--- src/design/ctt_pkg.sv ---
// Shared types, constants and helper functions for the config text tokenizer.
package ctt_pkg;

	localparam int MAX_TEXT_BYTES = 65536;
	localparam int POS_CAP_I = (MAX_TEXT_BYTES < 131071) ? MAX_TEXT_BYTES : 131071;
	localparam int LEN_CAP_I = (MAX_TEXT_BYTES - 1 < 65535) ? (MAX_TEXT_BYTES - 1) : 65535;
	localparam logic [16:0] POS_CAP = 17'(POS_CAP_I);
	localparam logic [15:0] LEN_CAP = 16'(LEN_CAP_I);

	// token queue depth and pointer width
	localparam int QDEPTH = 4;
	localparam int QAW = $clog2(QDEPTH);
	localparam int QCW = $clog2(QDEPTH + 1);

	localparam logic [7:0] CH_NUL   = 8'h00;
	localparam logic [7:0] CH_TAB   = 8'h09;
	localparam logic [7:0] CH_NL    = 8'h0A;
	localparam logic [7:0] CH_VT    = 8'h0B;
	localparam logic [7:0] CH_FF    = 8'h0C;
	localparam logic [7:0] CH_CR    = 8'h0D;
	localparam logic [7:0] CH_SPACE = 8'h20;
	localparam logic [7:0] CH_DQUOTE = 8'h22;
	localparam logic [7:0] CH_HASH  = 8'h23;
	localparam logic [7:0] CH_SQUOTE = 8'h27;
	localparam logic [7:0] CH_EQ    = 8'h3D;
	localparam logic [7:0] CH_OPEN  = 8'h5B;
	localparam logic [7:0] CH_CLOSE = 8'h5D;
	localparam logic [7:0] CH_USCORE = 8'h5F;

	typedef enum logic [3:0] {
		KIND_END     = 4'd0,
		KIND_NEWLINE = 4'd1,
		KIND_OPEN    = 4'd2,
		KIND_CLOSE   = 4'd3,
		KIND_EQUALS  = 4'd4,
		KIND_STRING  = 4'd5,
		KIND_INT     = 4'd6,
		KIND_IDENT   = 4'd7,
		KIND_BOOL    = 4'd8,
		KIND_ERROR   = 4'd9
	} tok_kind_t;

	typedef enum logic [2:0] {
		MODE_IDLE    = 3'd0,
		MODE_STRING  = 3'd1,
		MODE_INT     = 3'd2,
		MODE_IDENT   = 3'd3,
		MODE_COMMENT = 3'd4,
		MODE_DONE    = 3'd5
	} mode_t;

	typedef enum logic [1:0] {
		KW_NONE  = 2'd0,
		KW_TRUE  = 2'd1,
		KW_FALSE = 2'd2
	} kw_t;

	typedef struct packed {
		tok_kind_t   kind;
		logic [16:0] off;
		logic [15:0] len;
		logic [16:0] line;
		logic [16:0] col;
		logic        bval;
		logic        last;
	} tok_t;

	typedef struct packed {
		mode_t       mode;
		logic        qdbl;
		logic [16:0] pos;
		logic [16:0] line;
		logic [16:0] col;
		logic [16:0] poff;
		logic [16:0] pline;
		logic [16:0] pcol;
		logic [15:0] plen;
		kw_t         kw;
	} lex_state_t;

	// what one lexer step hands to the token queue
	typedef struct packed {
		logic [1:0] n;
		tok_t       tok0;
		tok_t       tok1;
	} lex_out_t;

	typedef struct packed {
		logic [QCW-1:0] count;
		logic           room2;
	} tokq_stat_t;

	localparam lex_state_t LEX_RESET = '{
		mode:  MODE_IDLE,
		qdbl:  1'b0,
		pos:   17'd0,
		line:  17'd1,
		col:   17'd1,
		poff:  17'd0,
		pline: 17'd1,
		pcol:  17'd1,
		plen:  16'd0,
		kw:    KW_NONE
	};

	function automatic logic [16:0] inc_pos(input logic [16:0] v);
		return (v < POS_CAP) ? v + 17'd1 : POS_CAP;
	endfunction

	function automatic logic [15:0] inc_len(input logic [15:0] v);
		return (v < LEN_CAP) ? v + 16'd1 : LEN_CAP;
	endfunction

	function automatic logic [7:0] true_char(input logic [1:0] i);
		logic [7:0] c;
		unique case (i)
			2'd0: c = 8'h74;
			2'd1: c = 8'h72;
			2'd2: c = 8'h75;
			default: c = 8'h65;
		endcase
		return c;
	endfunction

	function automatic logic [7:0] false_char(input logic [2:0] i);
		logic [7:0] c;
		unique case (i)
			3'd0: c = 8'h66;
			3'd1: c = 8'h61;
			3'd2: c = 8'h6C;
			3'd3: c = 8'h73;
			3'd4: c = 8'h65;
			default: c = CH_NUL;
		endcase
		return c;
	endfunction

	// keyword prefix still matching after appending c at index i
	function automatic kw_t kw_next(input kw_t kw, input logic [15:0] i, input logic [7:0] c);
		kw_t r;
		r = kw;
		unique case (kw)
			KW_TRUE: begin
				if (!((i < 16'd4) && (c == true_char(i[1:0])))) r = KW_NONE;
			end
			KW_FALSE: begin
				if (!((i < 16'd5) && (c == false_char(i[2:0])))) r = KW_NONE;
			end
			default: r = kw;
		endcase
		return r;
	endfunction

endpackage

--- src/design/ctt_lex.sv ---
// Lexer step: current state plus one input item gives next state and up to two tokens.
module ctt_lex (
	input  ctt_pkg::lex_state_t st,
	input  logic [7:0]          ch,
	input  logic                endm,
	output ctt_pkg::lex_state_t nx,
	output ctt_pkg::lex_out_t   res
);

	logic is_digit, is_alpha, is_word, is_blank, is_nl, is_quote;
	logic [7:0] close_quote;
	ctt_pkg::tok_t close_tok, fresh_tok, end_tok, tok_a, tok_b;
	logic close_v, fresh_v, va, vb, fresh, adv;

	assign is_digit = (ch >= 8'h30) && (ch <= 8'h39);
	assign is_alpha = ((ch >= 8'h61) && (ch <= 8'h7A)) || ((ch >= 8'h41) && (ch <= 8'h5A));
	assign is_word  = is_alpha || is_digit || (ch == ctt_pkg::CH_USCORE);
	assign is_blank = (ch == ctt_pkg::CH_SPACE) || (ch == ctt_pkg::CH_TAB) ||
		(ch == ctt_pkg::CH_VT) || (ch == ctt_pkg::CH_FF) || (ch == ctt_pkg::CH_CR);
	assign is_nl    = (ch == ctt_pkg::CH_NL);
	assign is_quote = (ch == ctt_pkg::CH_DQUOTE) || (ch == ctt_pkg::CH_SQUOTE);
	assign close_quote = st.qdbl ? ctt_pkg::CH_DQUOTE : ctt_pkg::CH_SQUOTE;

	// end token sits at the current position, length zero
	always_comb begin
		end_tok      = '0;
		end_tok.kind = ctt_pkg::KIND_END;
		end_tok.off  = st.pos;
		end_tok.line = st.line;
		end_tok.col  = st.col;
	end

	// token that closes whatever is pending
	always_comb begin
		close_tok      = '0;
		close_tok.line = st.pline;
		close_tok.col  = st.pcol;
		close_tok.off  = st.poff;
		close_tok.len  = st.plen;
		close_v        = 1'b1;
		unique case (st.mode)
			ctt_pkg::MODE_STRING: begin
				close_tok.kind = ctt_pkg::KIND_ERROR;
				close_tok.off  = st.pos;
				close_tok.len  = 16'd1;
			end
			ctt_pkg::MODE_INT: begin
				close_tok.kind = ctt_pkg::KIND_INT;
			end
			ctt_pkg::MODE_IDENT: begin
				if (st.kw == ctt_pkg::KW_TRUE && st.plen == 16'd4) begin
					close_tok.kind = ctt_pkg::KIND_BOOL;
					close_tok.bval = 1'b1;
				end else if (st.kw == ctt_pkg::KW_FALSE && st.plen == 16'd5) begin
					close_tok.kind = ctt_pkg::KIND_BOOL;
				end else begin
					close_tok.kind = ctt_pkg::KIND_IDENT;
				end
			end
			default: begin
				close_tok.kind = ctt_pkg::KIND_ERROR;
				close_v        = 1'b0;
			end
		endcase
	end

	// single-byte token of a byte lexed from idle
	always_comb begin
		fresh_tok      = '0;
		fresh_tok.off  = st.pos;
		fresh_tok.len  = 16'd1;
		fresh_tok.line = st.line;
		fresh_tok.col  = st.col;
		fresh_v        = 1'b1;
		priority if (is_blank || is_quote || is_digit || is_alpha ||
			ch == ctt_pkg::CH_USCORE || ch == ctt_pkg::CH_HASH) begin
			fresh_tok.kind = ctt_pkg::KIND_ERROR;
			fresh_v        = 1'b0;
		end else if (is_nl) begin
			fresh_tok.kind = ctt_pkg::KIND_NEWLINE;
		end else if (ch == ctt_pkg::CH_OPEN) begin
			fresh_tok.kind = ctt_pkg::KIND_OPEN;
		end else if (ch == ctt_pkg::CH_CLOSE) begin
			fresh_tok.kind = ctt_pkg::KIND_CLOSE;
		end else if (ch == ctt_pkg::CH_EQ) begin
			fresh_tok.kind = ctt_pkg::KIND_EQUALS;
		end else begin
			fresh_tok.kind = ctt_pkg::KIND_ERROR;
		end
	end

	always_comb begin
		nx    = st;
		tok_a = close_tok;
		tok_b = end_tok;
		va    = 1'b0;
		vb    = 1'b0;
		fresh = 1'b0;
		adv   = 1'b0;
		if (endm) begin
			if (st.mode != ctt_pkg::MODE_DONE) begin
				va = close_v;
				vb = 1'b1;
			end
			nx = ctt_pkg::LEX_RESET;
		end else if (st.mode == ctt_pkg::MODE_DONE) begin
			nx = st;
		end else if (ch == ctt_pkg::CH_NUL) begin
			va      = close_v;
			vb      = 1'b1;
			nx.mode = ctt_pkg::MODE_DONE;
		end else begin
			unique case (st.mode)
				ctt_pkg::MODE_STRING: begin
					if (ch == close_quote) begin
						va            = 1'b1;
						tok_a.kind    = ctt_pkg::KIND_STRING;
						tok_a.off     = st.poff;
						tok_a.len     = st.plen;
						nx.mode       = ctt_pkg::MODE_IDLE;
						adv           = 1'b1;
					end else if (is_nl) begin
						va    = 1'b1;
						fresh = 1'b1;
					end else begin
						nx.plen = ctt_pkg::inc_len(st.plen);
						adv     = 1'b1;
					end
				end
				ctt_pkg::MODE_INT: begin
					if (is_digit) begin
						nx.plen = ctt_pkg::inc_len(st.plen);
						adv     = 1'b1;
					end else begin
						va    = 1'b1;
						fresh = 1'b1;
					end
				end
				ctt_pkg::MODE_IDENT: begin
					if (is_word) begin
						nx.kw   = ctt_pkg::kw_next(st.kw, st.plen, ch);
						nx.plen = ctt_pkg::inc_len(st.plen);
						adv     = 1'b1;
					end else begin
						va    = 1'b1;
						fresh = 1'b1;
					end
				end
				ctt_pkg::MODE_COMMENT: begin
					if (!is_nl) adv = 1'b1;
					else fresh = 1'b1;
				end
				default: fresh = 1'b1;
			endcase
			if (fresh) begin
				nx.mode = ctt_pkg::MODE_IDLE;
				vb      = fresh_v;
				tok_b   = fresh_tok;
				adv     = 1'b1;
				if (is_quote) begin
					nx.mode  = ctt_pkg::MODE_STRING;
					nx.poff  = ctt_pkg::inc_pos(st.pos);
					nx.pline = st.line;
					nx.pcol  = st.col;
					nx.plen  = 16'd0;
					nx.qdbl  = (ch == ctt_pkg::CH_DQUOTE);
				end else if (ch == ctt_pkg::CH_HASH) begin
					nx.mode = ctt_pkg::MODE_COMMENT;
				end else if (is_digit) begin
					nx.mode  = ctt_pkg::MODE_INT;
					nx.poff  = st.pos;
					nx.pline = st.line;
					nx.pcol  = st.col;
					nx.plen  = 16'd1;
				end else if (is_alpha || ch == ctt_pkg::CH_USCORE) begin
					nx.mode  = ctt_pkg::MODE_IDENT;
					nx.poff  = st.pos;
					nx.pline = st.line;
					nx.pcol  = st.col;
					nx.plen  = 16'd1;
					nx.kw    = (ch == 8'h74) ? ctt_pkg::KW_TRUE :
						(ch == 8'h66) ? ctt_pkg::KW_FALSE : ctt_pkg::KW_NONE;
				end
			end
			if (adv) begin
				nx.pos  = ctt_pkg::inc_pos(st.pos);
				nx.line = is_nl ? ctt_pkg::inc_pos(st.line) : st.line;
				nx.col  = is_nl ? 17'd1 : ctt_pkg::inc_pos(st.col);
			end
		end
	end

	// pack: the close token, if any, goes first
	always_comb begin
		res.n         = {1'b0, va} + {1'b0, vb};
		res.tok0      = va ? tok_a : tok_b;
		res.tok0.last = !(va && vb);
		res.tok1      = tok_b;
		res.tok1.last = 1'b1;
	end

endmodule

--- src/design/ctt_tokq.sv ---
// Small token queue: takes up to two tokens a cycle, hands out one.
module ctt_tokq (
	input  logic                clk,
	input  logic                arst_n,
	input  ctt_pkg::lex_out_t   push,
	input  logic                pop,
	output ctt_pkg::tok_t       head,
	output logic                head_valid,
	output ctt_pkg::tokq_stat_t stat
);

	ctt_pkg::tok_t mem_q [ctt_pkg::QDEPTH];
	logic [ctt_pkg::QAW-1:0] wr_q, rd_q;
	logic [ctt_pkg::QCW-1:0] count_q;
	logic [ctt_pkg::QAW-1:0] wr_nxt;

	assign wr_nxt = wr_q + ctt_pkg::QAW'(1);

	always_ff @(posedge clk) begin
		if (push.n != 2'd0) mem_q[wr_q] <= push.tok0;
		if (push.n == 2'd2) mem_q[wr_nxt] <= push.tok1;
	end

	always_ff @(posedge clk or negedge arst_n) begin
		if (!arst_n) begin
			wr_q    <= '0;
			rd_q    <= '0;
			count_q <= '0;
		end else begin
			wr_q    <= wr_q + ctt_pkg::QAW'(push.n);
			if (pop) rd_q <= rd_q + ctt_pkg::QAW'(1);
			count_q <= count_q + ctt_pkg::QCW'(push.n) - ctt_pkg::QCW'(pop);
		end
	end

	assign head       = mem_q[rd_q];
	assign head_valid = (count_q != '0);
	assign stat.count = count_q;
	assign stat.room2 = (count_q <= ctt_pkg::QCW'(ctt_pkg::QDEPTH - 2));

endmodule

--- src/design/config_text_tokenizer_unit.sv ---
// Top level of the config text tokenizer: input stage, lexer state and token queue.
//
//  channel | handshake             | payload
//  --------+-----------------------+-------------------------------------------
//  in      | in_valid / in_ready   | char_byte, end_marker
//  out     | out_valid / out_ready | token_kind, start_offset, token_length,
//          |                       | token_line, token_column, bool_value,
//          |                       | last_of_run
//
// One item per cycle while the queue has room: an accepted item is registered in the
// input stage and lexed from there; when the step fires, its zero to two tokens are
// written into a four-entry queue, which offers its head token once the write is registered.
// The step waits while the queue has room for fewer than two tokens, so a run
// of two-token items is paced by the one-token-a-cycle output port.
// Reset: offset 0, line 1, column 1, empty queue; in_ready = stage empty or moving.
module config_text_tokenizer_unit (
	input  logic        clk,
	input  logic        arst_n,
	input  logic        in_valid,
	output logic        in_ready,
	input  logic [7:0]  char_byte,
	input  logic        end_marker,
	output logic        out_valid,
	input  logic        out_ready,
	output logic [3:0]  token_kind,
	output logic [16:0] start_offset,
	output logic [15:0] token_length,
	output logic [16:0] token_line,
	output logic [16:0] token_column,
	output logic        bool_value,
	output logic        last_of_run
);

	// input stage
	logic       valid_s1;
	logic [7:0] byte_s1;
	logic       endm_s1;

	// lexer state and step
	ctt_pkg::lex_state_t st_q, st_nxt;
	ctt_pkg::lex_out_t   lex_res, push;
	ctt_pkg::tokq_stat_t qstat;
	ctt_pkg::tok_t       head;
	logic                fire;

	assign fire     = valid_s1 && qstat.room2;
	assign in_ready = !valid_s1 || fire;

	always_ff @(posedge clk or negedge arst_n) begin
		if (!arst_n) begin
			valid_s1 <= 1'b0;
		end else if (in_ready) begin
			valid_s1 <= in_valid;
		end
	end

	// payload holds until the stage moves
	always_ff @(posedge clk) begin
		if (in_ready && in_valid) begin
			byte_s1 <= char_byte;
			endm_s1 <= end_marker;
		end
	end

	ctt_lex u_lex (
		.st   (st_q),
		.ch   (byte_s1),
		.endm (endm_s1),
		.nx   (st_nxt),
		.res  (lex_res)
	);

	always_ff @(posedge clk or negedge arst_n) begin
		if (!arst_n) begin
			st_q <= ctt_pkg::LEX_RESET;
		end else if (fire) begin
			st_q <= st_nxt;
		end
	end

	// nothing is queued unless the step really fires
	always_comb begin
		push   = lex_res;
		push.n = fire ? lex_res.n : 2'd0;
	end

	ctt_tokq u_tokq (
		.clk        (clk),
		.arst_n     (arst_n),
		.push       (push),
		.pop        (out_valid && out_ready),
		.head       (head),
		.head_valid (out_valid),
		.stat       (qstat)
	);

	assign token_kind   = head.kind;
	assign start_offset = head.off;
	assign token_length = head.len;
	assign token_line   = head.line;
	assign token_column = head.col;
	assign bool_value   = head.bval;
	assign last_of_run  = head.last;

`ifndef SYNTH
	a_qcount_bound: assert property (@(posedge clk) disable iff (!arst_n)
		qstat.count <= ctt_pkg::QCW'(ctt_pkg::QDEPTH))
		else $error("token queue count above depth");

	a_done_silent: assert property (@(posedge clk) disable iff (!arst_n)
		(fire && !endm_s1 && st_q.mode == ctt_pkg::MODE_DONE) |-> (push.n == 2'd0))
		else $error("token after end of text");

	a_end_rearms: assert property (@(posedge clk) disable iff (!arst_n)
		(fire && endm_s1) |=> (st_q.mode == ctt_pkg::MODE_IDLE && st_q.pos == 17'd0))
		else $error("end item did not re-arm lexer");

	a_stall_has_item: assert property (@(posedge clk) disable iff (!arst_n)
		!in_ready |-> (valid_s1 && !qstat.room2))
		else $error("input stalled with no work held");
`endif

endmodule

--- config.mk ---
export PLATFORM = sky130hd
export DESIGN_NAME = config_text_tokenizer_unit
export DESIGN_NICKNAME = d
export VERILOG_FILES = /design/src/design/ctt_pkg.sv /design/src/design/ctt_lex.sv /design/src/design/ctt_tokq.sv /design/src/design/config_text_tokenizer_unit.sv
export SDC_FILE = /design/constraint.sdc
export NUM_CORES = 1
export LEC_CHECK = 0
export BUFFER_PORTS_ARGS = -buffer_cell sky130_fd_sc_hd__buf_4
export CAP_MARGIN = 30
export CELL_PAD_IN_SITES_DETAIL_PLACEMENT = 1
export CELL_PAD_IN_SITES_GLOBAL_PLACEMENT = 2
export CORE_AREA = 2 2 215 217
export CTS_CLUSTER_SIZE = 24
export DETAILED_ROUTE_END_ITERATION = 6
export DIE_AREA = 0 0 217 219
export PLACE_DENSITY_LB_ADDON = 0.1
export SETUP_SLACK_MARGIN = 0.3
export SLEW_MARGIN = 15
export SYNTH_ARGS = -nofsm -noshare
export SYNTH_HDL_FRONTEND = slang
export SYNTH_SLANG_ARGS = --single-unit
--- constraint.sdc ---
create_clock -name clk -period 10.42 [get_ports clk]
set_input_delay 0 -clock clk [delete_from_list [all_inputs] [get_ports clk]]
set_output_delay 0 -clock clk [all_outputs]
set_load 0.01 [all_outputs]
# [Word-level counts from Yosys, hierarchy flattened]
# Memories as Yosys holds them, arrays and structs flattened.
# Index checks and enable logic that the tools add are counted.
[classes] order_cmp=13 muxes=112 n_reduce_logical=47 n_addsub=10 n_eq_ne=38
[ops] op="$mux 73" n=5
[ops] op="$mux 124" n=2
[ops] op="$mux 69" n=3
[ops] op="$mux 37" n=5
[ops] op="$mux 67" n=2
[ops] op="$mux 121" n=1
[ops] op="$mux 8" n=12
[ops] op="$mux 18" n=5
[ops] op="$mux 17" n=5
[ops] op="$mux 16" n=4
[ops] op="$add 17x1->17 const B" n=3
[ops] op="$lt 17x17->1 const B" n=3
[ops] op="$mux 51" n=1
[ops] op="$pmux 16 s3" n=1
[ops] op="$eq 8x4->1 const B" n=5
[ops] op="$eq 8x6->1 const B" n=5
[ops] op="$eq 8x7->1 const B" n=5
[ops] op="$pmux 7 s5" n=1
[ops] op="$mux 1" n=34
[ops] op="$mux 33" n=1
[ops] op="$eq 16x3->1 const B" n=2
[ops] op="$lt 16x3->1 const B" n=2
[ops] op="$mux 4" n=8
[ops] op="$eq 8x8->1" n=3
[ops] op="other kinds (41)" n=102
[totals] register_bits=141 ramBits=292 output_inout_bits=75 input_bits=13 mem_count=1 elab_cells=237
[memory_table] memory="u_tokq.mem_q" words=4 word_bits=73 read_ports=1 rd_ports_with_merged_regs=0 wr=2 line="ctt_tokq.sv:12" text="ctt_pkg::tok_t mem_q [ctt_pkg::QDEPTH];"

# [Depth between registers and ports, before layout]
# Gate-level depths: netlist of the first run.
[depth] word_depth=28 depth_mapped=17 mapped_depth_nobuf=14

# [By module]
# Synthesis of the first run repeated with hierarchy kept, for this count alone.
[unflattened] cells_unflattened=1974 area_unflattened_um2=25504.5
[modules_own_cells] module="ctt_tokq" area_each_um2=14751.6 instances=1 cells_per_inst=745 seq_area_each_um2=8943.6
[modules_own_cells] module="ctt_lex" area_each_um2=5575.3 instances=1 cells_per_inst=951 seq_area_each_um2=0.0
[modules_own_cells] module="config_text_tokenizer_unit" area_each_um2=5177.5 instances=1 cells_per_inst=278 seq_area_each_um2=3403.3

# [Least setup slack after synthesis of the first run]
# No wires, ideal clock.
[synth_timing] kind="reg2reg" start="reg byte_s1[1]" end="mem u_tokq.mem_q[0][10] (netlist bit), enable pin" period_less_slack_ps=4990 setup_time_ps=410 arrival_time_ps=4580 slack_ps=5430 stages_incl_launch_ff=17 t_required_ps=10010 path_buffers=5 path_cell_list="edfxtp_1 -> buf_2 -> or4_4 -> o221ai_4 -> o2111ai_2 -> nand2_1 -> buf_4 -> o311ai_0 -> a21oi_1 -> ha_1 -> nand2_1 -> or3_1 -> buf_2 -> and2_1 -> clkbuf_1 -> clkbuf_1 -> inv_1"
[synth_rtl] element="start, declared" line="config_text_tokenizer_unit.sv:36" text="logic [7:0] byte_s1;"
[synth_rtl] element="start signal, assigned" line="config_text_tokenizer_unit.sv:60" text="byte_s1 <= char_byte;"
[synth_rtl] element="end, declared" line="ctt_tokq.sv:12"

==> impl_metrics.yaml, run 1 <==
yosys:
  async_reset_ff_frac: 0.305
  synth_area_leaders: "edfxtp_1 (33%), dfrtp_1 (15%), a22o_1 (13%)"
  yosysSeqAreaShare: 0.555
  synth_cell_type_count: 88
  synth_edf_count: 233
  syn_inst: 1665
  yosys.area.top_type: "edfxtp_1"
  syn-cell-area_sq_um: 21000
  ys_ff_latch: 433
  syn_avg_cell_area_sq_um: 12.6
  synth_top_area_share: 0.333
  syn_nets: 1697
  synth_flop_cell: "edfxtp_1"
  ys_warn_count: 0
placed_design:
  gp_congestion: 0.869
  dp_slack_ns: 4.63
  port_buffers: 87
  hpwl_mm: 36.7
floorplan:
  chipHeight_um: 219
  core_area_sq_um: 45100
  start_util: 0.466
  std_cell_rows: 78
  die_area_sq_um: 47500
  die_w_um: 217
  io_pins: 88
grt:
  track_usage: 0.259
  grt_pass1_wl_mm: 94.0
  overflow: 0
  grt_start_max_net_pins: 82
  grt_pass1_vias: 15400
  antenna_found_initial: 0
sta:
  finalMaxSlewViolations: 0
  fin_crit_sh: 0.563
  period_minus_slack_ns: 5.87
  holdWs_ns: 0.0833
  tns_ns: 0
  hold_viol: 0
  setup_slack_ns: 4.55
  worstMarginPinSlew_ns: 1.01
  rsz0062_at_grt: "no"
  setup_violations: 0
  fmax_ghz: 0.170
  slew_headroom: 0.322
  skew_ns: 0.0322
clocking:
  clock-sinks: 433
  cts_made_buffers: 47
  ctsLongestPathBuffers: 3
  cts_root_buf: "clkbuf_16"
  htree_num_levels: 2
  clock_latency_ns: 0.60
  clkTransAtPathRegs_ns: 0.07
  cts_setup_buffers: 0
  cts_tree: "yes"
routing:
  drc: 0
  viasPerCell: 6.39
  ant_nets: 0
  wl_mm: 60.4
  drt_iter0_drc: 966
  firstDrtPassIters: 7
  via_count: 14700
  drt-wirelength-per-cell_um: 26.2
critical_path:
  startpoint_type: "flop"
  crit_path_max_fanout: 44
  rr_startpoint: "byte_s1[1]$_DFFE_PP_"
  rrSetupSlack_ns: 4.55
  end_kind: "flop"
  arrival_ns: 6.13
  crit_start: "byte_s1[1]$_DFFE_PP_"
  cp-endpoint: "u_tokq.mem_q[0][13]$_DFFE_PP_"
  cp.required_ns: 10.68
  rr_worst_depth: 12
  r2r-end: "u_tokq.mem_q[0][13]$_DFFE_PP_"
  path_class: "reg2reg"
power_and_ir_drop:
  p_per_area_nw_per_um2: 255
  p_total_mw: 5.99
  leakagePower_nw: 8.71
  ir_worst_vdd_mv: 0.127
layout:
  drive_above_1_share: 0.184
  syn2layout_area_growth_pct: 11.7
  nets: 1700
  final_common_cell: "a22o_1"
  num-fill-cells: 4577
  antenna_cells: 0
  layout_common_cells: "a22o_1 (310), edfxtp_1 (233), dfrtp_1 (126), buf_4 (109), nand2_1 (82)"
min_path:
  hold_class: "in2async"
run:
  drv_cap: 0
status:
  outcome: "complete, no violations"
synth_stat cells, types with 13 or more instances:
cell and number:
nor3_1 22, nand2_1 82, xor2_1 23, nand4_1 15, a21oi_1 32, or3_1 16
ha_1 18, o31ai_1 32, o22ai_1 24, dfrtp_1 128, nand3_1 36, and3_1 19
a22o_1 310, o21ai_0 75, edfxtp_1 233, inv_1 31, mux4_2 73, clkbuf_1 97
buf_2 51, nor2_1 74, dfxtp_1 68, nand2b_1 13
cells by family (layout without fill, tap and decap cells):
family                     Yosys count  in the layout  share of synthesized area
adders and majority gates           19             19                     0.0117
AOI/OAI and AO/OA                  552            552                      0.208
muxes                               75             75                     0.0792
buffers and inverters              206            247                     0.0434
xor gates and xnor gates            34             34                     0.0142
DFF                                433            433                      0.555
and+or+nand+nor                    346            346                     0.0879
worst min-delay path by stage:
stage / from / endpoint / slack (ns) / cells after the start
floorplan: arst_n / st_q[0]$_DFFE_PN0P_ / -0.30 / 0
global placement: arst_n / st_q[7]$_DFFE_PN0P_ / 0.14 / 1
detailed placement: arst_n / st_q[9]$_DFFE_PN0P_ / 0.15 / 1
CTS: arst_n / st_q[23]$_DFFE_PN0P_ / 0.09 / 2
global route: char_byte[2] / byte_s1[2]$_DFFE_PP_ / 0.11 / 2
finish: arst_n / st_q[16]$_DFFE_PN0P_ / 0.08 / 2
power breakdown:
part	leakage, nW	internal (mW)	total [mW]	switching (mW)
clock network	0.712	0.898	1.60	0.697
registers	4.52	2.12	2.35	0.232
logic	3.48	0.753	2.04	1.29
area by class of cell:
class / count / area [sq um] / share of cell area
timing repair buffer: 128 / 1020 / 0.0434
clock buffer: 66 / 1300 / 0.0554
inverter: 32 / 123 / 0.00523
clock inverter: 21 / 156 / 0.00667
tap: 600 / 751 / 0.0320
sequential: 433 / 11700 / 0.498
multi-input combinational: 1026 / 8440 / 0.360
timing repair:
action / 4_1_cts / 5_1_grt
hold buffers: 12 / 0
resized for setup: 0 / 0
endpoints found under the hold margin: 101 / 0
critical path, stage by stage (launching register included):
cell and delay [ns]:
edfxtp_1 0.75, or3b_1 0.44, nor4_2 0.47, o21ai_1 0.29
nand2_1 0.41, o311ai_0 0.27, a21oi_1 0.22, ha_1 0.32
o21ai_1 0.23, or3_1 0.53, and2_1 0.78, inv_2 0.31
buf_4 0.44
state kept, by name (all words and copies together) (netlist names):
name and cells:
byte_s1 8, endm_s1 1, st_q 124, u_tokq.count_q 3, u_tokq.mem_q 292, u_tokq.rd_q 2, u_tokq.wr_q 2, valid_s1 1
per-layer routing:
layer | up-vias | share of wire | global-route usage
li1 | 6531 | - | -
met1 | 7707 | 0.44 | 0.350
met2 | 401 | 0.49 | 0.438
met3 | 100 | 0.046 | 0.0351
met4 | 0 | 0.023 | 0.0719
met5 | - | 0 | 0
through the flow:
| stage | cells | util | area, sq um |
|---|---|---|---|
| after global routing | 2306 | 0.520 | 23500 |
| after detailed placement | 2203 | 0.485 | 21800 |
| after CTS | 2302 | 0.519 | 23400 |
| final | 2306 | 0.520 | 23500 |
| after global placement | 2200 | 0.484 | 21800 |
| after floorplan | 1665 | - | 21000 |
Power figures use the tool's default switching activity.
==> inputs of run 2 (changes only) <==
--- a/config.mk
+++ b/config.mk
@@ -9,10 +9,10 @@
 export CAP_MARGIN = 30
 export CELL_PAD_IN_SITES_DETAIL_PLACEMENT = 1
 export CELL_PAD_IN_SITES_GLOBAL_PLACEMENT = 2
-export CORE_AREA = 2 2 215 217
+export CORE_AREA = 2 2 236 238
 export CTS_CLUSTER_SIZE = 24
 export DETAILED_ROUTE_END_ITERATION = 6
-export DIE_AREA = 0 0 217 219
+export DIE_AREA = 0 0 238 240
 export PLACE_DENSITY_LB_ADDON = 0.1
 export SETUP_SLACK_MARGIN = 0.3
 export SLEW_MARGIN = 15
==> constraint.sdc (replaced) <==
create_clock -name clk -period 5.31 [get_ports clk]
set_input_delay 0 -clock clk [delete_from_list [all_inputs] [get_ports clk]]
set_output_delay 0 -clock clk [all_outputs]
set_load 0.01 [all_outputs]
==> impl_metrics.yaml, run 2 (synthesis results as in run 1) <==
status:
  outcome: "complete, no violations"
placed_design:
  gp_congestion: 0.833
  dp_slack_ns: 0.585
  hpwl_mm: 39.3
  placed_cell_area_sq_um: 22200
  port_buffers: 87
  placedCellCount: 2333
layout:
  reg_top3: "u_tokq.mem_q x292, st_q x124, byte_s1 x8"
  largest_reg_flops: 292
  regMostFlops: "u_tokq.mem_q"
  post-route-util: 0.437
  nets: 1726
  drive_above_1_share: 0.196
  stdcell_count: 2438
  syn2layout_area_growth_pct: 13.8
  final_common_cell: "a22o_1"
  layout_common_cells: "a22o_1 (310), edfxtp_1 (233), buf_4 (129), dfrtp_1 (126), nand2_1 (82)"
  antenna_cells: 0
  final_cell_area_sq_um: 23900
run:
  drv_cap: 0
critical_path:
  rr_worst_depth: 11
  startpoint_type: "flop"
  end_kind: "flop"
  r2r-end: "u_tokq.mem_q[1][63]$_DFFE_PP_"
  arrival_ns: 4.94
  rr_startpoint: "byte_s1[0]$_DFFE_PP_"
  rrSetupSlack_ns: 0.63
  path_class: "reg2reg"
  crit_path_max_fanout: 18
  cp.required_ns: 5.57
clocking:
  ctsLongestPathBuffers: 3
  clock_latency_ns: 0.60
  clkTransAtPathRegs_ns: 0.06
  cts_resized: 0
  htree_num_levels: 2
  cts_tree: "yes"
  cts_setup_buffers: 0
  cts_root_buf: "clkbuf_16"
  clock-sinks: 433
  cts_made_buffers: 50
  cts_hold_buf: 12
sta:
  fin_crit_sh: 0.882
  slew_headroom: 0.354
  fmax_ghz: 0.214
  skew_ns: 0.0211
  finalMaxSlewViolations: 0
  setup_violations: 0
  rsz0062_at_grt: "no"
  setup_slack_ns: 0.627
  worstMarginPinSlew_ns: 0.964
  period_minus_slack_ns: 4.68
  hold_viol: 0
  tns_ns: 0
routing:
  ant_nets: 0
  firstDrtPassIters: 5
  drt-wirelength-per-cell_um: 26.3
  drt_iter0_drc: 876
  viasPerCell: 6.03
  via_count: 14700
  wl_mm: 64.2
  drc: 0
floorplan:
  core_area_sq_um: 54700
  chipHeight_um: 240
  io_pins: 88
  std_cell_rows: 86
  die_w_um: 238
  start_util: 0.384
  die_area_sq_um: 57100
grt:
  grt_start_max_net_pins: 80
  antenna_found_initial: 1
  use_met2: 0.398
  overflow: 0
  track_usage: 0.227
  grt.met1_usage: 0.294
  grt_pass1_wl_mm: 98.5
  grt.busiest_layer: "met2"
  grt_util_met3: 0.0280
  grt_pass1_vias: 15700
min_path:
  hold_class: "in2async"
power_and_ir_drop:
  leakagePower_nw: 8.87
  ir_worst_vdd_mv: 0.256
  p_per_area_nw_per_um2: 507
[run 2: worst max-delay path, stage by stage (launching register included)]
cell and delay [ns]:
edfxtp_1 0.68, or4_4 0.64, o221ai_4 0.26, o2111ai_2 0.26, nand2_1 0.16, o311ai_0 0.16, a21oi_1 0.22, ha_1 0.32
or4_1 0.72, and2_1 0.26, inv_2 0.24, buf_4 0.40
[run 2: worst max path at each step]
stage	from	end	slack (ns)	cells past startpoint
final	byte_s1[0]$_DFFE_PP_	u_tokq.mem_q[1][63]$_DFFE_PP_	0.63	11
after global routing	byte_s1[0]$_DFFE_PP_	u_tokq.mem_q[1][63]$_DFFE_PP_	0.33	13
after CTS	byte_s1[0]$_DFFE_PP_	u_tokq.mem_q[1][63]$_DFFE_PP_	0.55	11
after detailed placement	byte_s1[0]$_DFFE_PP_	u_tokq.mem_q[1][31]$_DFFE_PP_	0.58	11
after global placement	byte_s1[0]$_DFFE_PP_	u_tokq.mem_q[1][56]$_DFFE_PP_	0.73	13
after floorplan	byte_s1[1]$_DFFE_PP_	u_tokq.mem_q[0][10]$_DFFE_PP_	0.32	16
[run 2: cell type report]
type	instances	area (sq um)
clock buffer	67	1360
fill	5629	30800
multi-input combinational	1026	8440
inverter	32	123
timing repair buffer	151	1240
clock inverter	25	195
sequential	433	11700
tap	704	881
[run 2: per-stage QoR]
step / total power, mW / hold WS (ns)
final: 12.1 / 0.0689
after CTS: 12.3 / 0.0849
after global placement: 8.85 / 0.162
after floorplan: 7.07 / -0.296
after global routing: 12.7 / 0.125
after detailed placement: 8.93 / 0.160
[run 2: per-layer routing]
layer	routed length, um	share of wire
met1	28300	0.44
met3	2290	0.036
met2	32000	0.50
met4	1640	0.026
met5	0	0
[run 2: report_power, final]
group	total [mW]	internal, mW	switching, mW
logic	4.18	1.57	2.61
clock network	3.30	1.89	1.41
registers	4.63	4.14	0.489
total	12.1	7.60	4.51
==> inputs of run 3 (changes only) <==
--- a/config.mk
+++ b/config.mk
@@ -8,12 +8,12 @@
 export BUFFER_PORTS_ARGS = -buffer_cell sky130_fd_sc_hd__buf_4
 export CAP_MARGIN = 30
 export CELL_PAD_IN_SITES_DETAIL_PLACEMENT = 1
-export CELL_PAD_IN_SITES_GLOBAL_PLACEMENT = 2
-export CORE_AREA = 2 2 236 238
+export CELL_PAD_IN_SITES_GLOBAL_PLACEMENT = 1
+export CORE_AREA = 2 2 217 219
 export CTS_CLUSTER_SIZE = 24
 export DETAILED_ROUTE_END_ITERATION = 6
-export DIE_AREA = 0 0 238 240
-export PLACE_DENSITY_LB_ADDON = 0.1
+export DIE_AREA = 0 0 219 221
+export PLACE_DENSITY = 0.79
 export SETUP_SLACK_MARGIN = 0.3
 export SLEW_MARGIN = 15
 export SYNTH_ARGS = -nofsm -noshare
==> impl_metrics.yaml, run 3 (synthesis results as in run 1) <==
status:
  outcome: "complete, no violations"
critical_path:
  crit_path_max_fanout: 46
  cp.required_ns: 5.54
  end_kind: "flop"
  rrSetupSlack_ns: 0.65
  startpoint_type: "flop"
  path_class: "reg2reg"
  arrival_ns: 4.89
  rr_startpoint: "byte_s1[0]$_DFFE_PP_"
  rr_worst_depth: 13
  r2r-end: "u_tokq.mem_q[2][36]$_DFFE_PP_"
grt:
  track_usage: 0.262
  antenna_found_initial: 0
  grt_pass1_vias: 16300
  grt_start_max_net_pins: 82
  grt_pass1_wl_mm: 97.3
  overflow: 0
layout:
  layout_common_cells: "a22o_1 (310), edfxtp_1 (233), dfrtp_1 (126), buf_4 (125), nand2_1 (82)"
  post-route-util: 0.519
  syn2layout_area_growth_pct: 13.7
  largest_reg_flops: 292
  drive_above_1_share: 0.200
  num-fill-cells: 4637
  final_common_cell: "a22o_1"
  regMostFlops: "u_tokq.mem_q"
  nets: 1723
  antenna_cells: 0
  reg_top3: "u_tokq.mem_q x292, st_q x124, byte_s1 x8"
power_and_ir_drop:
  p_comb_frac: 0.354
  ir_worst_vdd_mv: 0.271
  switchingPower_mw: 4.52
  intPower_mw: 7.73
  pwr-share-clk: 0.273
  p_seq_frac: 0.373
  p_per_area_nw_per_um2: 513
  leakagePower_nw: 8.93
  switching_share: 0.369
routing:
  drt_iter0_drc: 1439
  wl_mm: 63.5
  drc: 0
  viasPerCell: 6.54
  firstDrtPassIters: 7
  via_count: 15300
  drt-wirelength-per-cell_um: 27.2
  ant_nets: 0
sta:
  finalMaxSlewViolations: 0
  worstMarginPinSlew_ns: 1.10
  skew_ns: 0.0252
  hold_viol: 0
  slew_headroom: 0.264
  fin_crit_sh: 0.877
  rsz0062_at_grt: "no"
  setup_violations: 0
  tns_ns: 0
  period_minus_slack_ns: 4.66
  fmax_ghz: 0.215
clocking:
  clock_latency_ns: 0.58
  clock-sinks: 433
  ctsLongestPathBuffers: 3
  cts_root_buf: "clkbuf_16"
  htree_num_levels: 2
  cts_made_buffers: 45
  cts_tree: "yes"
  clkTransAtPathRegs_ns: 0.06
run:
  drv_cap: 0
min_path:
  hold_class: "in2async"
floorplan:
  std_cell_rows: 79
  start_util: 0.456
  io_pins: 88
  die_area_sq_um: 48400
  die_w_um: 219
  core_area_sq_um: 46100
  chipHeight_um: 221
placed_design:
  gp_congestion: 0.900
  port_buffers: 87
  hpwl_mm: 39.1
[run 3: cell count changes in the layout (fill, tap and decap cells not counted), sizes merged]
cell      previous run  this run
clkinv              19        11
bufinv               2         5
clkbuf              67        64
clkinvlp             3         0
inv                 33        36
buf                139       141
[run 3: what timing repair did]
item                       CTS  global route
setup buffers                0             4
resized for setup            0             1
setup endpoints to repair    0            21
hold endpoints to repair    92             0
hold buffers                12             0
[run 3: worst max path at each step]
stage,start,endpoint,slack (ns)
global placement,byte_s1[2]$_DFFE_PP_,u_tokq.mem_q[3][11]$_DFFE_PP_,0.68
detailed placement,byte_s1[2]$_DFFE_PP_,u_tokq.mem_q[2][11]$_DFFE_PP_,0.63
global route,byte_s1[3]$_DFFE_PP_,u_tokq.mem_q[2][36]$_DFFE_PP_,0.44
finish,byte_s1[0]$_DFFE_PP_,u_tokq.mem_q[2][36]$_DFFE_PP_,0.65
CTS,byte_s1[2]$_DFFE_PP_,u_tokq.mem_q[2][63]$_DFFE_PP_,0.59
floorplan,byte_s1[1]$_DFFE_PP_,u_tokq.mem_q[0][10]$_DFFE_PP_,0.32
[run 3: critical path, stage by stage (launching register included)]
cell and delay (ns):
edfxtp_1 0.52, or4_4 0.58, o221ai_4 0.26, nand3_1 0.13, nor2_1 0.23, o311ai_0 0.22
a21oi_1 0.21, ha_1 0.22, nand2_1 0.23, or3_1 0.55, and2_1 0.22, buf_4 0.21
inv_2 0.32, buf_12 0.38
[run 3: final cells by class]
cell class | count | area (sq um) | area share
clock inverter | 20 | 250 | 0.0105
tap | 607 | 759 | 0.0318
inverter | 32 | 123 | 0.00513
multi-input combinational | 1026 | 8450 | 0.354
timing repair buffer | 153 | 1330 | 0.0556
sequential | 433 | 11700 | 0.489
clock buffer | 64 | 1300 | 0.0544
[run 3: stage by stage]
| stage | power, mW | hold WS, ns | setup slack, ns | cell area [sq um] | std cells |
|---|---|---|---|---|---|
| after floorplan | 7.07 | -0.296 | 0.320 | 21000 | 1665 |
| after global placement | 8.66 | 0.0997 | 0.681 | 22000 | 2224 |
| after detailed placement | 8.87 | 0.119 | 0.628 | 22100 | 2228 |
| after CTS | 12.2 | 0.0991 | 0.590 | 23700 | 2324 |
| after global routing | 12.7 | 0.109 | 0.441 | 23900 | 2335 |
| final | 12.2 | 0.0464 | 0.652 | 23900 | 2335 |
[run 3: layer usage]
layer / part of all wire / wire [um] / global-route usage / vias up
met5: 0 / 0 / 0 / -
met4: 0.035 / 2220 / 0.107 / 0
met3: 0.060 / 3830 / 0.0378 / 141
met1: 0.40 / 25400 / 0.335 / 7988
li1: - / - / - / 6581
met2: 0.50 / 32000 / 0.445 / 572
[run 3: power groups by stage]
stage | registers (mW) | logic [mW] | clock network (mW)
CTS | 4.65 | 4.18 | 3.39
detailed placement | 4.71 | 4.16 | 0
global route | 4.63 | 4.59 | 3.51
finish | 4.57 | 4.34 | 3.34
floorplan | 4.34 | 2.73 | 0
global placement | 4.64 | 4.02 | 0
